### src/rtl/clas_pkg.sv
// constants used by the command line splitter unit
`timescale 1ns / 1ps

package clas_pkg;

  localparam int MAX_RUN = 255;
  localparam int RUN_LIMIT_INT = (MAX_RUN > 255) ? 255 : ((MAX_RUN < 1) ? 1 : MAX_RUN);
  localparam logic [7:0] RUN_LIMIT = RUN_LIMIT_INT[7:0];

  localparam logic [7:0] CH_BACKSLASH = 8'h5C;
  localparam logic [7:0] CH_DQUOTE    = 8'h22;
  localparam logic [7:0] CH_SPACE     = 8'h20;
  localparam logic [7:0] CH_TAB       = 8'h09;
  localparam logic [7:0] CH_NUL       = 8'h00;

endpackage

### src/rtl/clas_if.sv
// stream interfaces for command line bytes and split results
`timescale 1ns / 1ps

interface clas_in_if;
  logic       valid;
  logic       ready;
  logic [7:0] ch;

  modport source (output valid, output ch, input ready);
  modport sink (input valid, input ch, output ready);
endinterface

interface clas_out_if;
  logic       valid;
  logic       ready;
  logic [7:0] lead_backslashes;
  logic       char_valid;
  logic [7:0] out_char;
  logic       arg_end;
  logic       line_end;
  logic       run_overflow;

  modport source (output valid, output lead_backslashes, output char_valid,
                  output out_char, output arg_end, output line_end,
                  output run_overflow, input ready);
  modport sink (input valid, input lead_backslashes, input char_valid,
                input out_char, input arg_end, input line_end,
                input run_overflow, output ready);
endinterface

### src/rtl/command_line_argument_splitter_unit.sv
// command line splitter: one byte in, at most one split result out
//
//  channel | dir | payload
//  --------+-----+-------------------------------------------------------
//  cmd     | in  | ch
//  res     | out | lead_backslashes, char_valid, out_char, arg_end,
//          |     | line_end, run_overflow
//
// one byte per cycle while res is not stalled; a result shows on res in the cycle after its byte
// the scan state and the result register are the only storage
// cmd.ready is high while the result register is empty or being taken
// synchronous reset clears the scan state and empties the result register
`timescale 1ns / 1ps

module command_line_argument_splitter_unit
  import clas_pkg::*;
(
  input  logic       clk,
  input  logic       rst,
  clas_in_if.sink    cmd,
  clas_out_if.source res
);

  logic       inside_argument;
  logic       inside_quotes;
  logic [7:0] pending_backslashes;
  logic       overflow_seen;

  logic       inside_argument_next;
  logic       inside_quotes_next;
  logic [7:0] pending_backslashes_next;
  logic       overflow_seen_next;

  logic       emit;
  logic [7:0] lead;
  logic       cv;
  logic [7:0] oc;
  logic       ae;
  logic       le;
  logic       ovf;

  logic       out_valid;
  logic       in_fire;
  logic       is_sep, is_nul, is_bs, is_q, have_run;

  assign cmd.ready = !out_valid || res.ready;
  assign in_fire   = cmd.valid && cmd.ready;

  assign is_sep   = (cmd.ch == CH_SPACE) || (cmd.ch == CH_TAB);
  assign is_nul   = (cmd.ch == CH_NUL);
  assign is_bs    = (cmd.ch == CH_BACKSLASH);
  assign is_q     = (cmd.ch == CH_DQUOTE);
  assign have_run = (pending_backslashes != 8'd0);

  always_comb begin
    inside_argument_next     = inside_argument;
    inside_quotes_next       = inside_quotes;
    pending_backslashes_next = pending_backslashes;
    overflow_seen_next       = overflow_seen;
    emit = 1'b0;
    lead = 8'd0;
    cv   = 1'b0;
    oc   = 8'd0;
    ae   = 1'b0;
    le   = 1'b0;
    ovf  = overflow_seen;
    if (!inside_argument && is_nul) begin
      emit = 1'b1;
      le   = 1'b1;
      inside_quotes_next       = 1'b0;
      pending_backslashes_next = 8'd0;
      overflow_seen_next       = 1'b0;
    end else if (!inside_argument && is_sep) begin
      // skipping whitespace between arguments
    end else begin
      inside_argument_next = 1'b1;
      if (have_run && is_bs) begin
        // saturate the run and remember that it did
        if (pending_backslashes >= RUN_LIMIT) overflow_seen_next = 1'b1;
        else pending_backslashes_next = pending_backslashes + 8'd1;
      end else if (have_run && is_q) begin
        pending_backslashes_next = 8'd0;
        emit = 1'b1;
        lead = {1'b0, pending_backslashes[7:1]};
        if (pending_backslashes[0]) begin
          cv = 1'b1;
          oc = CH_DQUOTE;
        end else begin
          inside_quotes_next = !inside_quotes;
        end
      end else if (!have_run && is_bs) begin
        pending_backslashes_next = 8'd1;
      end else if (!have_run && is_q) begin
        inside_quotes_next = !inside_quotes;
      end else begin
        lead = pending_backslashes;
        pending_backslashes_next = 8'd0;
        emit = 1'b1;
        if (is_nul) begin
          ae = 1'b1;
          le = 1'b1;
          inside_argument_next = 1'b0;
          inside_quotes_next   = 1'b0;
          overflow_seen_next   = 1'b0;
        end else if (is_sep && !inside_quotes) begin
          ae = 1'b1;
          inside_argument_next = 1'b0;
        end else begin
          cv = 1'b1;
          oc = cmd.ch;
        end
      end
    end
  end

  always_ff @(posedge clk) begin
    if (rst) begin
      inside_argument     <= 1'b0;
      inside_quotes       <= 1'b0;
      pending_backslashes <= 8'd0;
      overflow_seen       <= 1'b0;
      out_valid           <= 1'b0;
    end else begin
      if (in_fire) begin
        inside_argument     <= inside_argument_next;
        inside_quotes       <= inside_quotes_next;
        pending_backslashes <= pending_backslashes_next;
        overflow_seen       <= overflow_seen_next;
      end
      if (in_fire && emit) out_valid <= 1'b1;
      else if (res.ready) out_valid <= 1'b0;
    end
  end

  // result payload, loaded only when a word is produced
  always_ff @(posedge clk) begin
    if (in_fire && emit) begin
      res.lead_backslashes <= lead;
      res.char_valid       <= cv;
      res.out_char         <= oc;
      res.arg_end          <= ae;
      res.line_end         <= le;
      res.run_overflow     <= ovf;
    end
  end

  assign res.valid = out_valid;

endmodule

### src/flat_wrapper.sv
// flat-port wrapper written by rule: the top's interface ports become plain ports
module command_line_argument_splitter_unit_flat import clas_pkg::*;
  (clk, rst, cmd_valid, cmd_ch, cmd_ready, res_valid, res_lead_backslashes, res_char_valid, res_out_char, res_arg_end, res_line_end, res_run_overflow, res_ready);
  clas_in_if cmd_i ();
  clas_out_if res_i ();
  input  logic clk;
  input  logic rst;
  input wire logic [$bits(cmd_i.valid)-1:0] cmd_valid;
  input wire logic [$bits(cmd_i.ch)-1:0] cmd_ch;
  output wire logic [$bits(cmd_i.ready)-1:0] cmd_ready;
  output wire logic [$bits(res_i.valid)-1:0] res_valid;
  output wire logic [$bits(res_i.lead_backslashes)-1:0] res_lead_backslashes;
  output wire logic [$bits(res_i.char_valid)-1:0] res_char_valid;
  output wire logic [$bits(res_i.out_char)-1:0] res_out_char;
  output wire logic [$bits(res_i.arg_end)-1:0] res_arg_end;
  output wire logic [$bits(res_i.line_end)-1:0] res_line_end;
  output wire logic [$bits(res_i.run_overflow)-1:0] res_run_overflow;
  input wire logic [$bits(res_i.ready)-1:0] res_ready;
  assign cmd_i.valid = cmd_valid;
  assign cmd_i.ch = cmd_ch;
  assign cmd_ready = cmd_i.ready;
  assign res_valid = res_i.valid;
  assign res_lead_backslashes = res_i.lead_backslashes;
  assign res_char_valid = res_i.char_valid;
  assign res_out_char = res_i.out_char;
  assign res_arg_end = res_i.arg_end;
  assign res_line_end = res_i.line_end;
  assign res_run_overflow = res_i.run_overflow;
  assign res_i.ready = res_ready;
  command_line_argument_splitter_unit u_core (.clk(clk), .rst(rst), .cmd(cmd_i), .res(res_i));
endmodule
### config.mk
export PLATFORM = sky130hd
export DESIGN_NAME = command_line_argument_splitter_unit_flat
export DESIGN_NICKNAME = d
export VERILOG_FILES = /design/src/rtl/clas_pkg.sv /design/src/rtl/clas_if.sv /design/src/rtl/command_line_argument_splitter_unit.sv /design/src/flat_wrapper.sv
export SDC_FILE = /design/constraint.sdc
export NUM_CORES = 1
export LEC_CHECK = 0
export ABC_AREA = 0
export BUFFER_PORTS_ARGS = -buffer_cell sky130_fd_sc_hd__buf_2
export CORE_ASPECT_RATIO = 0.7
export CORE_MARGIN = 2
export CORE_UTILIZATION = 45
export DETAILED_ROUTE_END_ITERATION = 16
export MAX_ROUTING_LAYER = met4
export PLACE_DENSITY = 0.64
export RECOVER_POWER = 100
export SLEW_MARGIN = 25
export SYNTH_ARGS = -nofsm -noshare
export SYNTH_HDL_FRONTEND = slang
export SYNTH_SLANG_ARGS = --single-unit
### constraint.sdc
create_clock -name clk -period 3.04 [get_ports clk]
set_input_delay 0.76 -clock clk [delete_from_list [all_inputs] [get_ports clk]]
set_output_delay 0.76 -clock clk [all_outputs]
set_load 0.05 [all_outputs]
Word level (Yosys, flattened, before mapping)
Index checks and enable logic that the tools add are counted.

Add/sub/neg operators: 1. Order comparisons: 1. Equal/unequal tests: 14. Mux-type cells: 57. Bitwise logic cells: 2. Reductions and logical operators: 26.

Operators by type and width (count): $mux 8 (12); $mux 1 (41); $mux 7 (3); $eq 8x6->1 const B (2); $ne 3x1->1 const B (4); $logic_and 1x1->1 (9); $add 8x1->8 const B (1); $eq 8x4->1 const B (1); $eq 8x7->1 const B (1); $ge 8x8->1 const B (1); $logic_not 8->1 (1); $reduce_bool 8->1 (1); $reduce_and 7->1 (1); $mux 6 (1); $ne 3x2->1 const B (2); $reduce_and 6->1 (1); $reduce_or 6->1 (1); $ne 5x1->1 const B (1); $logic_not 1->1 (4); $ne 2x1->1 const B (2); $reduce_and 4->1 (1); $reduce_bool 4->1 (1); $ne 3x3->1 const B (1); $reduce_and 3->1 (1); other kinds (5) (7).

Bits in registers: 32.

Depth between registers and ports, before layout
Word-level depth: 11. Gate-level depth with buffers: 9. Mapped depth without buffers: 7.

Worst setup path before layout
Ideal clock, no wire load.

Path kind: input-to-reg. Start point: input cmd_ch[4]. End point: register u_core.res.arg_end, enable pin. Setup time: 336 ps. Data arrival time: 2358 ps. Required time: 2704 ps. Setup slack: 346 ps. Stages: 6. Buffers on the path: 1. Cells stage by stage: or4_1 buf_2 or3_4 o211a_1 nand2_1 inv_1.

Cells in the longest elaborated chain, start to end: 9. Elaborated cells on any way between the ends: 19. Classes of those cells: 4 x eq/ne; 6 x mux; 9 x reduce/logical.

RTL lines: from (decl) (RTL line flat_wrapper.sv:9) `input wire logic [$bits(cmd_i.ch)-1:0] cmd_ch;`; $eq 8x6->1 (RTL line command_line_argument_splitter_unit.sv:52) `assign is_q = (cmd.ch == CH_DQUOTE);`; $logic_and 1x1->1 (RTL line command_line_argument_splitter_unit.sv:93) `end else if (!have_run && is_q) begin`; $mux 1 (RTL line command_line_argument_splitter_unit.sv:93); $mux 1 (RTL line command_line_argument_splitter_unit.sv:91) `end else if (!have_run && is_bs) begin`; $mux 1 (RTL line command_line_argument_splitter_unit.sv:81) `end else if (have_run && is_q) begin`; $mux 1 (RTL line command_line_argument_splitter_unit.sv:77) `if (have_run && is_bs) begin`; $mux 1 (RTL line command_line_argument_splitter_unit.sv:73) `end else if (!inside_argument && is_sep) begin`; $mux 1 (*) (RTL line command_line_argument_splitter_unit.sv:67) `if (!inside_argument && is_nul) begin`; $logic_and 1x1->1 (*) (RTL line command_line_argument_splitter_unit.sv:137) `if (in_fire && emit) begin`; to (signal assigned) (RTL line command_line_argument_splitter_unit.sv:141) `res.arg_end <= ae;`; to (decl) (RTL line clas_if.sv:24) `output out_char, output arg_end, output line_end,`.

Every way passes the cells marked *; elsewhere a longest branch is shown, timed or not. A chain may end at the register's enable or synchronous reset.

Worst setup path in the final report
Start point: input cmd_ch[4]. End point: register u_core.res.lead_backslashes[3], enable pin.

Cells in the longest elaborated chain, start to end: 9. Elaborated cells on any way between the ends: 19. Classes of those cells: 4 x eq/ne; 6 x mux; 9 x reduce/logical.

RTL lines: $eq 8x6->1 (RTL line command_line_argument_splitter_unit.sv:52); $logic_and 1x1->1 (RTL line command_line_argument_splitter_unit.sv:93); $mux 1 (RTL line command_line_argument_splitter_unit.sv:93); $mux 1 (RTL line command_line_argument_splitter_unit.sv:91); $mux 1 (RTL line command_line_argument_splitter_unit.sv:81); $mux 1 (RTL line command_line_argument_splitter_unit.sv:77); $mux 1 (RTL line command_line_argument_splitter_unit.sv:73); $mux 1 (*) (RTL line command_line_argument_splitter_unit.sv:67); $logic_and 1x1->1 (*) (RTL line command_line_argument_splitter_unit.sv:137); to (signal assigned) (RTL line command_line_argument_splitter_unit.sv:138) `res.lead_backslashes <= lead;`; to (decl) (RTL line clas_if.sv:23) `modport source (output valid, output lead_backslashes, output char_valid,`.

Marked as above.

==> results.yml <==
placed_design:
  pre_cts_ws_ns: 0.168
  place_area_mm2: 0.00179
  numPortBuffers: 33
  routabilityCongestion: 0.892
  hpwl_um: 2500
sta:
  slew_viol_final: 0
  worst_hold_slack_ns: 0.475
  worst_pin_slew_ns: 0.830
  rsz0062_at_grt: "false"
  fin_crit_sh: 0.863
  hold_viol_final: 0
  setup_viol: 0
  setup_tns_ns: 0
  relSlewSlack: 0.443
  skew_ns: 0.00975
  worst_slack_ns: 0.417
  maxClockFrequency_mhz: 381
  period_needed_ns: 2.62
floorplan:
  top_level_ports: 34
  start_util: 0.484
  die_h_um: 53.5
  rows: 17
  core-area_mm2: 0.00325
  die_w_um: 74.7
  dieArea_mm2: 0.00400
layout:
  syn_to_final_growth_pct: 17.9
  final_cell_mix: "clkbuf_1 (26), edfxtp_1 (20), dfxtp_1 (12), a21oi_1 (9)"
  drive_gt1_frac: 0.110
  diodes: 0
  layout_commonest_cell: "clkbuf_1"
  fillCellCount: 305
  multi_input_area_um2: 673
  final_nets: 195
  final_area_mm2: 0.00186
  regArea_um2: 841
yosys:
  synth_cell_types: 48
  syn_area_mm2: 0.00158
  synth_seq_cells: 32
  syn_area_per_cell_um2: 10.9
  netlist_instances: 145
  synth_edf_count: 20
  ys_async_sr_fraction: 0
  synth_nets: 159
  yosysSeqAreaShare: 0.533
  yosysWarningCount: 0
  synth-main-ff-cell: "edfxtp_1"
cts:
  cts_resized: 0
  path_clk_slew_ns: 0.07
  cts_sinks: 32
  clk_latency_ns: 0.29
  htree_levels: 2
  hold_buffers: 0
  cts_buffers: 5
  cts_tree: "built"
  post_cts.repair.setup_buffers: 0
  clockBufferDepth: 2
  clock-root-buffer: "clkbuf_8"
drt:
  drtAntennaViolNets: 0
  wl_met2_um: 1390
  drc: 0
  wl_met1_um: 1660
  drt_iter0_drc: 136
  vias_per_cell: 5.81
  dr.pass1.iters: 5
  top_layer_used: "met4"
  wl_per_cell_um: 15.1
  dr_wl_met3_um: 364
  wirelength_um: 3460
  via_count: 1331
power_and_ir_drop:
  p_per_area_mw_per_mm2: 542
  ir_worst_vdd_v: 0.000220
  power_w: 0.00101
  p_leak_nw: 0.663
setup_path:
  required_ns: 3.06
  start_kind: "input pin"
  critPathKind: "in -> reg"
  worstPathArrival_ns: 2.65
  cp_slowest_stage_delay_ns: 0.67
  endpoint_kind: "flop"
  cp_slowest_cell: "or4_1"
  path_cells: "clkbuf_1, or4_1, or3_1, o211a_1, nand2_1, inv_1, buf_4"
  worstPathMaxFanout: 20
global_route:
  grt_pass1_vias: 1166
  gr-total-overflow: 0
  grt_max_degree: 21
  grt_pass1_wl_um: 5600
  antenna_found_initial: 0
  grt_usage: 0.199
worst_hold_path:
  hold_class: "reg -> reg"
flow_run:
  drv_cap: 0
status:
  outcome: "complete, no violations"
logic make-up (layout without fill, tap and decap cells):
kind of cell	count (synthesis)	in the layout	synth area share
and+or+nand+nor	56	56	0.214
AOI/OAI and AO/OA	39	39	0.187
DFF	32	32	0.533
buffers and inverters	13	50	0.0325
adders and majority gates	2	2	0.0159
muxes	2	2	0.0127
xor gates and xnor gates	1	1	0.00556
path summary, 6_finish.rpt:
kind	start	endpoint	slack, ns	cells after the start
hold / removal	u_core.overflow_seen$_SDFFE_PP0P_	u_core.res.run_overflow$_DFFE_PP_	0.48	0
hold reg to reg	u_core.overflow_seen$_SDFFE_PP0P_	u_core.res.run_overflow$_DFFE_PP_	0.48	0
setup reg to reg	u_core.pending_backslashes[0]$_SDFFE_PP0P_	u_core.pending_backslashes[5]$_SDFFE_PP0P_	0.75	8
setup / recovery	cmd_ch[4]	u_core.res.lead_backslashes[3]$_SDFFCE_PP0P_	0.42	7
state kept, by name (all words and copies together), names as in the netlist:
name	flops
u_core.res.arg_end	1
u_core.inside_quotes	1
u_core.res.line_end	1
u_core.overflow_seen	1
u_core.res.char_valid	1
u_core.pending_backslashes	8
u_core.res.run_overflow	1
u_core.res.valid	1
u_core.inside_argument	1
u_core.res.out_char	8
u_core.res.lead_backslashes	8
critical path, delay by kind of cell:
family	cells	cell delay, ns
AND/OR/NAND/NOR	3	1.25
buffers and inverters	3	0.35
AO/OA/AOI/OAI	1	0.28
layout make-up:
cell class              count  share of cell area
flip-flops and latches     32               0.452
multi-input cells         100               0.362
inverters                   6              0.0121
clock inverters             2              0.0188
well taps                  47              0.0316
clock buffers               6              0.0390
repair buffers             36              0.0841
through the flow:
stage               instances  utilization
floorplan                 145            -
global placement          221        0.551
detailed placement        221        0.551
CTS                       229        0.584
global route              229        0.571
finish                    229        0.571
where the power goes:
part	internal [W]	switching (W)
clock	0.000243	0.000160
sequential	0.000479	0.00000534
combinational	0.0000251	0.0000963
total	0.000747	0.000261
synth_stat cells, types with 2 or more instances:
master | instances | area (um^2)
or4_1 | 4 | 30.0
buf_2 | 2 | 10.0
a22o_1 | 6 | 52.6
ha_1 | 2 | 25.0
nand2_1 | 8 | 30.0
nor4b_1 | 2 | 17.5
or3_1 | 2 | 12.5
a21oi_1 | 9 | 45.0
nand3_1 | 5 | 25.0
and2_1 | 9 | 56.3
nor2_1 | 5 | 18.8
a211o_1 | 2 | 17.5
o21ai_0 | 2 | 10.0
o31ai_1 | 3 | 22.5
dfxtp_1 | 12 | 240
nor3_1 | 5 | 25.0
o21ai_1 | 2 | 10.0
a2111oi_0 | 2 | 17.5
edfxtp_1 | 20 | 601
inv_1 | 6 | 22.5
and4_1 | 2 | 17.5
and3_1 | 4 | 25.0
mux2i_1 | 2 | 20.0
clkbuf_1 | 5 | 18.8
metal layers:
layer / vias to the layer above / track usage
met4: 0 / 0.0714
li1: 631 / -
met1: 606 / 0.282
met2: 85 / 0.264
met5: - / -
met3: 9 / 0.0629
Power figures use the tool's default switching activity.
